===== src/hw/rtl/pcs_pkg.sv =====
// Shared types and constants of the priority counting semaphore.
package pcs_pkg;

	localparam int LEVELS      = 8;
	localparam int WAITER_BITS = 8;
	localparam int LVL_W       = $clog2(LEVELS);
	localparam int CNT_W       = 12;
	localparam int KIND_W      = 1;
	localparam int LEVEL_W     = 3;
	localparam int LIMIT_W     = 4;
	localparam int INIT_W      = 8;
	localparam int CFG_IDX_W   = 2;
	localparam int CFG_DATA_W  = 8;

	localparam logic signed [CNT_W-1:0] CNT_MAX = {1'b0, {(CNT_W-1){1'b1}}};
	localparam logic signed [CNT_W-1:0] CNT_MIN = {1'b1, {(CNT_W-1){1'b0}}};
	localparam logic [WAITER_BITS-1:0]  WAITER_MAX = '1;

	localparam logic [CFG_IDX_W-1:0] REG_LEVELS_IN_USE = 2'd0;
	localparam logic [CFG_IDX_W-1:0] REG_INITIAL_COUNT = 2'd1;

	localparam logic [LIMIT_W-1:0] LIMIT_RESET = 4'd8;
	localparam logic [INIT_W-1:0]  INIT_RESET  = 8'd1;

	localparam logic [KIND_W-1:0] KIND_WAIT = 1'b0;
	localparam logic [KIND_W-1:0] KIND_POST = 1'b1;

	typedef enum logic [0:0] {
		ST_IDLE,
		ST_EXEC
	} state_t;

	typedef struct packed {
		logic capture;
		logic execute;
	} cmd_t;

endpackage


===== src/hw/rtl/priority_counting_semaphore_top.sv =====
// Top level of the priority counting semaphore: controller plus datapath.
//
// channel   direction  handshake                 payload
// item      in         start & !busy             kind, level
// result    out        done (one-cycle strobe)   granted, queued, release_valid,
//                                                release_level, overflow
// config    in         cfg_we                    cfg_idx, cfg_data
//
// Each item is taken at the capture edge, then runs in the execute state, in which
// the count update and the eight-level priority encode run; done pulses on the
// cycle after execute, and a new item may be accepted in that same cycle.
// The controller accepts no new item while busy is high in its execute state.
// Reset (arst_n low) loads levels_in_use=8, initial_count=1, count=1, waiters cleared.
// The result is not held: it is valid only in the cycle done is high.
module priority_counting_semaphore_top (
	input  logic                            clk,
	input  logic                            arst_n,
	input  logic                            start,
	output logic                            busy,
	input  logic [pcs_pkg::KIND_W-1:0]      kind,
	input  logic [pcs_pkg::LEVEL_W-1:0]     level,
	output logic                            done,
	output logic                            granted,
	output logic                            queued,
	output logic                            release_valid,
	output logic [pcs_pkg::LEVEL_W-1:0]     release_level,
	output logic                            overflow,
	input  logic                            cfg_we,
	input  logic [pcs_pkg::CFG_IDX_W-1:0]   cfg_idx,
	input  logic [pcs_pkg::CFG_DATA_W-1:0]  cfg_data
);

	pcs_pkg::cmd_t cmd;

	// controller: idle / execute sequencing, drives busy
	pcs_ctrl u_ctrl (
		.clk    (clk),
		.arst_n (arst_n),
		.start  (start),
		.busy   (busy),
		.cmd    (cmd)
	);

	// datapath: semaphore state and result registers
	pcs_dp u_dp (
		.clk           (clk),
		.arst_n        (arst_n),
		.cmd           (cmd),
		.kind          (kind),
		.level         (level),
		.cfg_we        (cfg_we),
		.cfg_idx       (cfg_idx),
		.cfg_data      (cfg_data),
		.done          (done),
		.granted       (granted),
		.queued        (queued),
		.release_valid (release_valid),
		.release_level (release_level),
		.overflow      (overflow)
	);

	// busy is always low again in the cycle after it is high
	a_busy_one_cycle: assert property (@(posedge clk) disable iff (!arst_n)
		busy |=> !busy)
		else $error("busy held longer than one cycle");

	// a result follows only an execute cycle
	a_done_after_busy: assert property (@(posedge clk) disable iff (!arst_n)
		done |-> $past(busy))
		else $error("done without a preceding execute");

	// exactly one outcome flag per wait; at most release for a post
	a_outcome_onehot: assert property (@(posedge clk) disable iff (!arst_n)
		done |-> $onehot0({granted, queued, release_valid, overflow}))
		else $error("more than one outcome flag");

	// release level is zero when nothing is released
	a_level_zero: assert property (@(posedge clk) disable iff (!arst_n)
		(done && !release_valid) |-> (release_level == '0))
		else $error("release_level set without release");

endmodule


===== src/hw/rtl/pcs_ctrl.sv =====
// Controller state machine: accepts an item and sequences its execution.
module pcs_ctrl (
	input  logic           clk,
	input  logic           arst_n,
	input  logic           start,
	output logic           busy,
	output pcs_pkg::cmd_t  cmd
);

	pcs_pkg::state_t state_q, state_d;

	always_ff @(posedge clk or negedge arst_n) begin
		if (!arst_n) begin
			state_q <= pcs_pkg::ST_IDLE;
		end else begin
			state_q <= state_d;
		end
	end

	always_comb begin
		state_d     = state_q;
		busy        = 1'b0;
		cmd.capture = 1'b0;
		cmd.execute = 1'b0;
		unique case (state_q)
			pcs_pkg::ST_IDLE: begin
				if (start) begin
					cmd.capture = 1'b1;
					state_d     = pcs_pkg::ST_EXEC;
				end
			end
			pcs_pkg::ST_EXEC: begin
				busy        = 1'b1;
				cmd.execute = 1'b1;
				state_d     = pcs_pkg::ST_IDLE;
			end
			default: begin
				state_d = pcs_pkg::ST_IDLE;
			end
		endcase
	end

endmodule


===== src/hw/rtl/pcs_dp.sv =====
// Datapath: count, per-level waiter counters, release priority encoder, result registers.
module pcs_dp (
	input  logic                              clk,
	input  logic                              arst_n,
	input  pcs_pkg::cmd_t                     cmd,
	input  logic [pcs_pkg::KIND_W-1:0]        kind,
	input  logic [pcs_pkg::LEVEL_W-1:0]       level,
	input  logic                              cfg_we,
	input  logic [pcs_pkg::CFG_IDX_W-1:0]     cfg_idx,
	input  logic [pcs_pkg::CFG_DATA_W-1:0]    cfg_data,
	output logic                              done,
	output logic                              granted,
	output logic                              queued,
	output logic                              release_valid,
	output logic [pcs_pkg::LEVEL_W-1:0]       release_level,
	output logic                              overflow
);

	logic [pcs_pkg::LIMIT_W-1:0]            limit_q;
	logic signed [pcs_pkg::CNT_W-1:0]       count_q;
	logic [pcs_pkg::WAITER_BITS-1:0]        waiters_q [pcs_pkg::LEVELS];
	logic [pcs_pkg::KIND_W-1:0]             kind_q;
	logic [pcs_pkg::LVL_W-1:0]              level_q;
	logic                                   done_q;
	logic                                   granted_q, queued_q, rel_valid_q, overflow_q;
	logic [pcs_pkg::LVL_W-1:0]              rel_level_q;

	logic [pcs_pkg::LVL_W-1:0]  level_clamped;
	logic [pcs_pkg::LVL_W:0]    scan_lim;
	logic                       found;
	logic [pcs_pkg::LVL_W-1:0]  found_idx;
	logic                       do_grant, do_queue, do_ovf, do_post, do_release;

	// out-of-range level maps to the top level
	always_comb begin
		if (int'(level) >= pcs_pkg::LEVELS) begin
			level_clamped = pcs_pkg::LVL_W'(pcs_pkg::LEVELS - 1);
		end else begin
			level_clamped = pcs_pkg::LVL_W'(level);
		end
	end

	// number of levels scanned, clamped to 1..LEVELS
	always_comb begin
		if (limit_q == '0) begin
			scan_lim = (pcs_pkg::LVL_W+1)'(1);
		end else if (int'(limit_q) > pcs_pkg::LEVELS) begin
			scan_lim = (pcs_pkg::LVL_W+1)'(pcs_pkg::LEVELS);
		end else begin
			scan_lim = (pcs_pkg::LVL_W+1)'(limit_q);
		end
	end

	// highest nonempty level below the limit wins
	always_comb begin
		found     = 1'b0;
		found_idx = '0;
		for (int i = 0; i < pcs_pkg::LEVELS; i++) begin
			if ((waiters_q[i] != '0) && ((pcs_pkg::LVL_W+1)'(i) < scan_lim)) begin
				found     = 1'b1;
				found_idx = pcs_pkg::LVL_W'(i);
			end
		end
	end

	always_comb begin
		do_grant   = 1'b0;
		do_queue   = 1'b0;
		do_ovf     = 1'b0;
		do_post    = 1'b0;
		do_release = 1'b0;
		if (kind_q == pcs_pkg::KIND_WAIT) begin
			priority if (count_q > 0) begin
				do_grant = 1'b1;
			end else if ((count_q == pcs_pkg::CNT_MIN) ||
			             (waiters_q[level_q] == pcs_pkg::WAITER_MAX)) begin
				do_ovf = 1'b1;
			end else begin
				do_queue = 1'b1;
			end
		end else if (count_q != pcs_pkg::CNT_MAX) begin
			do_post    = 1'b1;
			do_release = (count_q < 0) && found;
		end
	end

	always_ff @(posedge clk or negedge arst_n) begin
		if (!arst_n) begin
			limit_q <= pcs_pkg::LIMIT_RESET;
			count_q <= $signed(pcs_pkg::CNT_W'(pcs_pkg::INIT_RESET));
			for (int i = 0; i < pcs_pkg::LEVELS; i++) begin
				waiters_q[i] <= '0;
			end
			done_q <= 1'b0;
		end else begin
			done_q <= cmd.execute;
			if (cfg_we && (cfg_idx == pcs_pkg::REG_LEVELS_IN_USE)) begin
				limit_q <= pcs_pkg::LIMIT_W'(cfg_data);
			end
			if (cfg_we && (cfg_idx == pcs_pkg::REG_INITIAL_COUNT)) begin
				count_q <= $signed(pcs_pkg::CNT_W'(pcs_pkg::INIT_W'(cfg_data)));
				for (int i = 0; i < pcs_pkg::LEVELS; i++) begin
					waiters_q[i] <= '0;
				end
			end else if (cmd.execute) begin
				if (do_grant || do_queue) begin
					count_q <= count_q - pcs_pkg::CNT_W'(1);
				end
				if (do_post) begin
					count_q <= count_q + pcs_pkg::CNT_W'(1);
				end
				if (do_queue) begin
					waiters_q[level_q] <= waiters_q[level_q] + pcs_pkg::WAITER_BITS'(1);
				end
				if (do_release) begin
					waiters_q[found_idx] <= waiters_q[found_idx] - pcs_pkg::WAITER_BITS'(1);
				end
			end
		end
	end

	// item and result payload registers
	always_ff @(posedge clk) begin
		if (cmd.capture) begin
			kind_q  <= kind;
			level_q <= level_clamped;
		end
		if (cmd.execute) begin
			granted_q   <= do_grant;
			queued_q    <= do_queue;
			overflow_q  <= do_ovf;
			rel_valid_q <= do_release;
			rel_level_q <= do_release ? found_idx : '0;
		end
	end

	assign done          = done_q;
	assign granted       = granted_q;
	assign queued        = queued_q;
	assign overflow      = overflow_q;
	assign release_valid = rel_valid_q;
	assign release_level = pcs_pkg::LEVEL_W'(rel_level_q);

endmodule


===== config.mk =====
export PLATFORM = sky130hd
export DESIGN_NAME = priority_counting_semaphore_top
export DESIGN_NICKNAME = d
export VERILOG_FILES = /design/src/hw/rtl/pcs_pkg.sv /design/src/hw/rtl/priority_counting_semaphore_top.sv /design/src/hw/rtl/pcs_ctrl.sv /design/src/hw/rtl/pcs_dp.sv
export SDC_FILE = /design/constraint.sdc
export NUM_CORES = 1
export LEC_CHECK = 0
export ABC_AREA = 1
export BUFFER_PORTS_ARGS = -buffer_cell sky130_fd_sc_hd__buf_2
export CORE_UTILIZATION = 35
export DETAILED_ROUTE_END_ITERATION = 10
export HOLD_SLACK_MARGIN = 0.06
export SLEW_MARGIN = 10
export SYNTH_ARGS = -nofsm -noshare
export SYNTH_HDL_FRONTEND = slang
export SYNTH_SLANG_ARGS = --single-unit

===== constraint.sdc =====
create_clock -name clk -period 3.88 [get_ports clk]
set_clock_uncertainty 0.05 [all_clocks]
set_input_delay 1.164 -clock clk [delete_from_list [all_inputs] [get_ports clk]]
set_output_delay 1.164 -clock clk [all_outputs]
set_load 0.05 [all_outputs]

# Word level (Yosys, flattened, before mapping)
# Index checks and enable logic that the tools add are counted.
# W data, S select, Z words.
op_classes:
  n_addsub: 4
  n_mul: 0
  div: 0
  order_cmp: 15
  n_eq_ne: 4
  shifts: 0
  mux: 53
  bitwise: 3
  n_reduce_logical: 29
ops:
  columns: ["op", "count"]
  rows:
  - ["$mux W64", 6]
  - ["$bwmux W64", 2]
  - ["$reduce_bool A8 Y1", 8]
  - ["$bmux W8 S3", 2]
  - ["$demux W8 S3", 2]
  - ["$mux W12", 4]
  - ["$mux W8", 6]
  - ["$mux W1", 22]
  - ["$lt A3 B4 Y1 const A", 4]
  - ["$logic_and A1 B1 Y1", 13]
  - ["$add A12 B2 Y12 const B", 1]
  - ["$eq A12 B12 Y1 const B", 1]
  - ["$gt A12 B1 Y1 const B", 1]
  - ["$lt A12 B1 Y1 const B", 1]
  - ["$mux W3", 4]
  - ["$ne A12 B12 Y1 const B", 1]
  - ["$sub A12 B2 Y12 const B", 1]
  - ["$add A8 B1 Y8 const B", 1]
  - ["$eq A8 B8 Y1 const B", 1]
  - ["$ge A4 B4 Y1 const B", 2]
  - ["$lt A1 B4 Y1 const A", 2]
  - ["$lt A2 B4 Y1 const A", 2]
  - ["$lt A4 B1 Y1 const B", 2]
  - ["$mux W4", 2]
  - ["other kinds (14)", 17]
totals:
  regBits: 93
  latch_bits: 0
  ramBits: 0
  romBits: 0
  word_cells: 127
  memories: 0

# Depth between registers and ports, before layout
depth:
  ltp_word: 21
  mapped_depth: 22
  mapped_depth_nobuf: 21

# By module
# Synthesis repeated with hierarchy kept, for this count alone.
hier_totals:
  cells_unflattened: 1094
  area_unflattened_um2: 7390.8
by_module_without_submodules:
  columns: ["module", "instances", "cells_each", "area_per_inst_um2", "seq_area_each_um2"]
  rows:
  - ["pcs_dp", 1, 1089, 7340.8, 2359.8]
  - ["pcs_ctrl", 1, 5, 50.0, 25.0]

# Worst setup path before layout
# No wires, ideal clock.
synth_timing:
  path_type: "reg2reg"
  from: "register u_dp.count_q[11] (netlist bit)"
  to: "register u_dp.count_q[11] (netlist bit)"
  setup_ns: 0.124
  arrival_ns: 3.796
  path_slack_ns: -0.090
  path_stages_with_launch: 18
  n_path_buf: 1
  period_less_slack_ns: 3.970
  path_cell_list: "dfrtp_1 > clkbuf_1 > nor2_1 > nand3_1 > o41ai_1 > ha_1 > a21oi_1 > nand2_1 > nand4_1 > nand2_1 > and2_1 > o21ai_0 > nand2_1 > a21oi_1 > nor2_1 > nor2_1 > xor2_1 > o21ai_1"
synth_between:
  elab_chain_cells: 8
synth_lines:
  columns: ["item", "line_no", "text"]
  rows:
  - ["from (decl)", "pcs_dp.sv:20", "logic signed [pcs_pkg::CNT_W-1:0] count_q;"]
  - ["from (signal assigned)", "pcs_dp.sv:90", "count_q <= $signed(pcs_pkg::CNT_W'(pcs_pkg::INIT_RESET));"]
  - ["from (signal assigned)", "pcs_dp.sv:101", "count_q <= $signed(pcs_pkg::CNT_W'(pcs_pkg::INIT_W'(cfg_data)));"]
  - ["from (signal assigned)", "pcs_dp.sv:107", "count_q <= count_q - pcs_pkg::CNT_W'(1);"]
  - ["branches (longest 8 deep; another with $gt A12 B1 Y1)", null, null]
# Parallel ways; which one is timed is not known. The select of a mux whose other input is x is not followed.
# A chain may end at the register's enable or synchronous reset.

# Worst setup path after layout
layout_timing:
  from: "register u_dp.waiters_q[0] (netlist bit)"
  to: "register u_dp.waiters_q[57] (netlist bit)"
layout_between:
  elab_chain_cells: 15
layout_lines:
  columns: ["item", "line_no", "text"]
  rows:
  - ["from (decl)", "pcs_dp.sv:21", "logic [pcs_pkg::WAITER_BITS-1:0] waiters_q [pcs_pkg::LEVELS];"]
  - ["from (signal, indexed assignment)", "pcs_dp.sv:113", "waiters_q[level_q] <= waiters_q[level_q] + pcs_pkg::WAITER_BITS'(1);"]
  - ["from (signal, indexed assignment)", "pcs_dp.sv:116", "waiters_q[found_idx] <= waiters_q[found_idx] - pcs_pkg::WAITER_BITS'(1);"]
  - ["branches (longest 12 deep; another with $add A8 B1 Y8)", null, null]
  - ["$mux W64 *", "pcs_dp.sv:115", "if (do_release) begin"]
  - ["$mux W64 *", "pcs_dp.sv:105", "end else if (cmd.execute) begin"]
  - ["$mux W64 *", "pcs_dp.sv:100", "if (cfg_we && (cfg_idx == pcs_pkg::REG_INITIAL_COUNT)) begin"]
# Every way passes the cells marked *. The select of a mux whose other input is x is not followed.

==> reports/metrics.csv <==
stage,metric,value,unit
run_status,status,completed,
clock_network,cts_made_buffers,9,
worst_setup_path,r2r_cells,11,
sta,setup_viol,0,
worst_setup_path,worstSetupStartpointType,flop,
clock_network,clk_latency,0.36,ns
detailed_routing,firstDrtPassIters,6,
logic_synthesis,yosys.area.top_type,dfrtp_1,
worst_setup_path,critPathRequiredTime,4.06,ns
clock_network,clkTransAtPathRegs,0.07,ns
placement,gp_congestion,0.9887,
clock_network,clock-sinks,93,
floorplan,start_util,35.80,%
worst_setup_path,cp_max_fo,24,
logic_synthesis,synth_top_area_share,26.60,%
worst_setup_path,timing.rr.end,u_dp.waiters_q[57],
floorplan,io_pins,27,
floorplan,die_width,148.6,um
hold_path,whs_path_depth,2,
sta,fmax,285.7,MHz
worst_setup_path,critPathCaptureType,flop,
clock_network,cts_setup_buffers,0,
logic_synthesis,synth_cells,1138,
logic_synthesis,async_flop_share,88.17,%
global_routing,antenna_found_initial,0,
logic_synthesis,syn-num-nets,1169,
logic_synthesis,synth_area,7525,sq um
clock_network,post_cts_resized,0,
logic_synthesis,ys_ff_latch,93,
floorplan,fp.dieH,148.6,um
global_routing,grt_overflow,0,
logic_synthesis,yosys_warnings,0,
floorplan,num_rows,53,
worst_setup_path,worstSetupPathType,flop to flop,
sta,rsz0062_at_grt,false,
logic_synthesis,ys_types,57,
layout,diodes,0,
detailed_routing,wl_per_cell,18.99,um
global_routing,grtUsageTotal,25.81,%
global_routing,grt_pass1_wl,42.86,mm
layout,multi_input_area,4516,sq um
sta,hold_viol,0,
layout,fillCellCount,2218,
clock_network,cts_tree,yes,
logic_synthesis,yosys-top-cells-area,"dfrtp_1, nand2_1, nand3_1",
layout,syn_to_final_growth,10.18,%
layout,fin_nets,1194,
detailed_routing,drt_iter0_drc,987,
logic_synthesis,yosysMostFrequentCell,nand2_1,
detailed_routing,vias_per_cell,5.564,
floorplan,coreArea,21020,sq um
sta,setup_tns,0,ns
logic_synthesis,syn_area_per_cell,6.612,sq um
clock_network,h-tree-depth,3,
sta,slew_violations,0,
sta,relSlewSlack,44.50,%
layout,ff_latch_area,2385,sq um
global_routing,grt_max_degree,57,
sta,finalWorstPathRequiredPeriod,3.500,ns
hold_path,whs_endpoint,u_dp.limit_q[3],
floorplan,die_area,22090,sq um
layout,drive_gt1_share,13.18,%
detailed_routing,routed_wl,27.41,mm
detailed_routing,vias,8029,
sta,fin_crit_sh,90.21,%
clock_network,clockBufferDepth,2,
worst_setup_path,rr_startpoint,u_dp.waiters_q[0],
logic_synthesis,ys_seq_area_share,31.69,%
worst_setup_path,reg2reg_slack,0.38,ns
logic_synthesis,dominantRegCellSynth,dfrtp_1,
clock_network,hold_buffers,0,
logic_synthesis,synth_common_cells,"nand2_1, nand3_1, nor2_1",
sta,tightest_slew,0.8280,ns
global_routing,grt_pass1_vias,7333,
logic_synthesis,synth_edf_count,11,
job,cap_viol_max_count,0,
clock_network,root_buffer,clkbuf_16,
hold_path,min_path_type,flop to flop,
worst_setup_path,arrival,3.68,ns
hold_path,holdCritStartpoint,u_dp.limit_q[3],
placement,hpwlAfterDp,19.86,mm
detailed_routing,antenna_left,0,
detailed_routing,post-route-drc-count,0,
placement,port_buffers,26,
==> routing by layer <==
layer | part of all wire [%] | global-route usage [%]
met1 | 43 | 36.21
met2 | 43 | 38.15
met3 | 10 | 5.307
met4 | 3.7 | 10.93
met5 | 0 | 0.6818
==> state kept, by name, indices dropped and copies added (netlist names) <==
name,count
u_dp.waiters_q,64
u_dp.count_q,12
u_dp.limit_q,4
u_dp.level_q,3
u_dp.release_level,3
u_ctrl.state_q,1
u_dp.done,1
u_dp.granted,1
u_dp.kind_q,1
u_dp.overflow,1
u_dp.queued,1
u_dp.release_valid,1
==> cell families (layout without fill, tap and decap cells) <==
logic type,after synthesis,after routing,share of synthesized area [%]
buffers and inverters,154,184,8.397
xor gates and xnor gates,11,11,1.280
and+or+nand+nor,664,664,40.80
muxes,1,1,0.1496
AOI/OAI and AO/OA,202,202,15.41
DFF,93,93,31.69
adders and majority gates,13,13,2.261
==> final cells by class <==
class / count / area share (%)
well taps: 275 / 4.150
repair buffers: 49 / 3.833
inverters: 119 / 5.388
clock buffers: 13 / 3.139
flip-flops and latches: 93 / 28.77
multi-input cells: 891 / 54.47
clock inverters: 3 / 0.2566
==> cell usage in the layout, fill, tap and decap left out, types with 25 or more instances in the layout <==
cell and n:
buf_2 25, nor2_1 103, dfrtp_1 80, nand3_1 121
a21oi_1 74, o21ai_1 36, nand2_1 350, o21ai_0 31
inv_1 97, o22ai_1 27
==> critical path: stages, from the launching register on <==
cell	delay (ns)
dfrtp_1	0.49
nor2_1	0.19
nand4_1	0.18
and2_4	0.21
or2_0	0.29
nand2_4	0.27
buf_4	0.30
inv_2	0.12
nor3_2	0.70
inv_1	0.24
o211ai_1	0.21
o21ai_0	0.11
==> how the worst max path moves through the flow <==
stage / from / to / slack, ns
final: u_dp.waiters_q[0] / u_dp.waiters_q[57] / 0.38
after global routing: u_dp.count_q[4] / u_dp.count_q[10] / 0.19
after CTS: u_dp.level_q[1] / u_dp.waiters_q[15] / 0.45
after detailed placement: u_dp.level_q[1] / u_dp.waiters_q[15] / 0.48
after global placement: u_dp.level_q[0] / u_dp.waiters_q[15] / 0.46
after floorplan: u_dp.count_q[11] / u_dp.count_q[11] / 0.51
==> metrics by stage <==
step	std cells	area (sq um)	utilization (%)	setup slack, ns	hold slack [ns]
6_report	1443	8290	39.44	0.3797	0.4681
3_3_place_gp	1427	8009	38.10	0.4564	0.4511
4_1_cts	1443	8290	39.44	0.4467	0.4689
3_5_place_dp	1427	8009	38.10	0.4755	0.4552
2_1_floorplan	1138	7532	-	0.5149	0.4221
5_1_grt	1443	8290	39.44	0.1937	0.5007
Power is not shown: default switching activity piles up to over one toggle a cycle in this logic, so the estimate is an artifact.
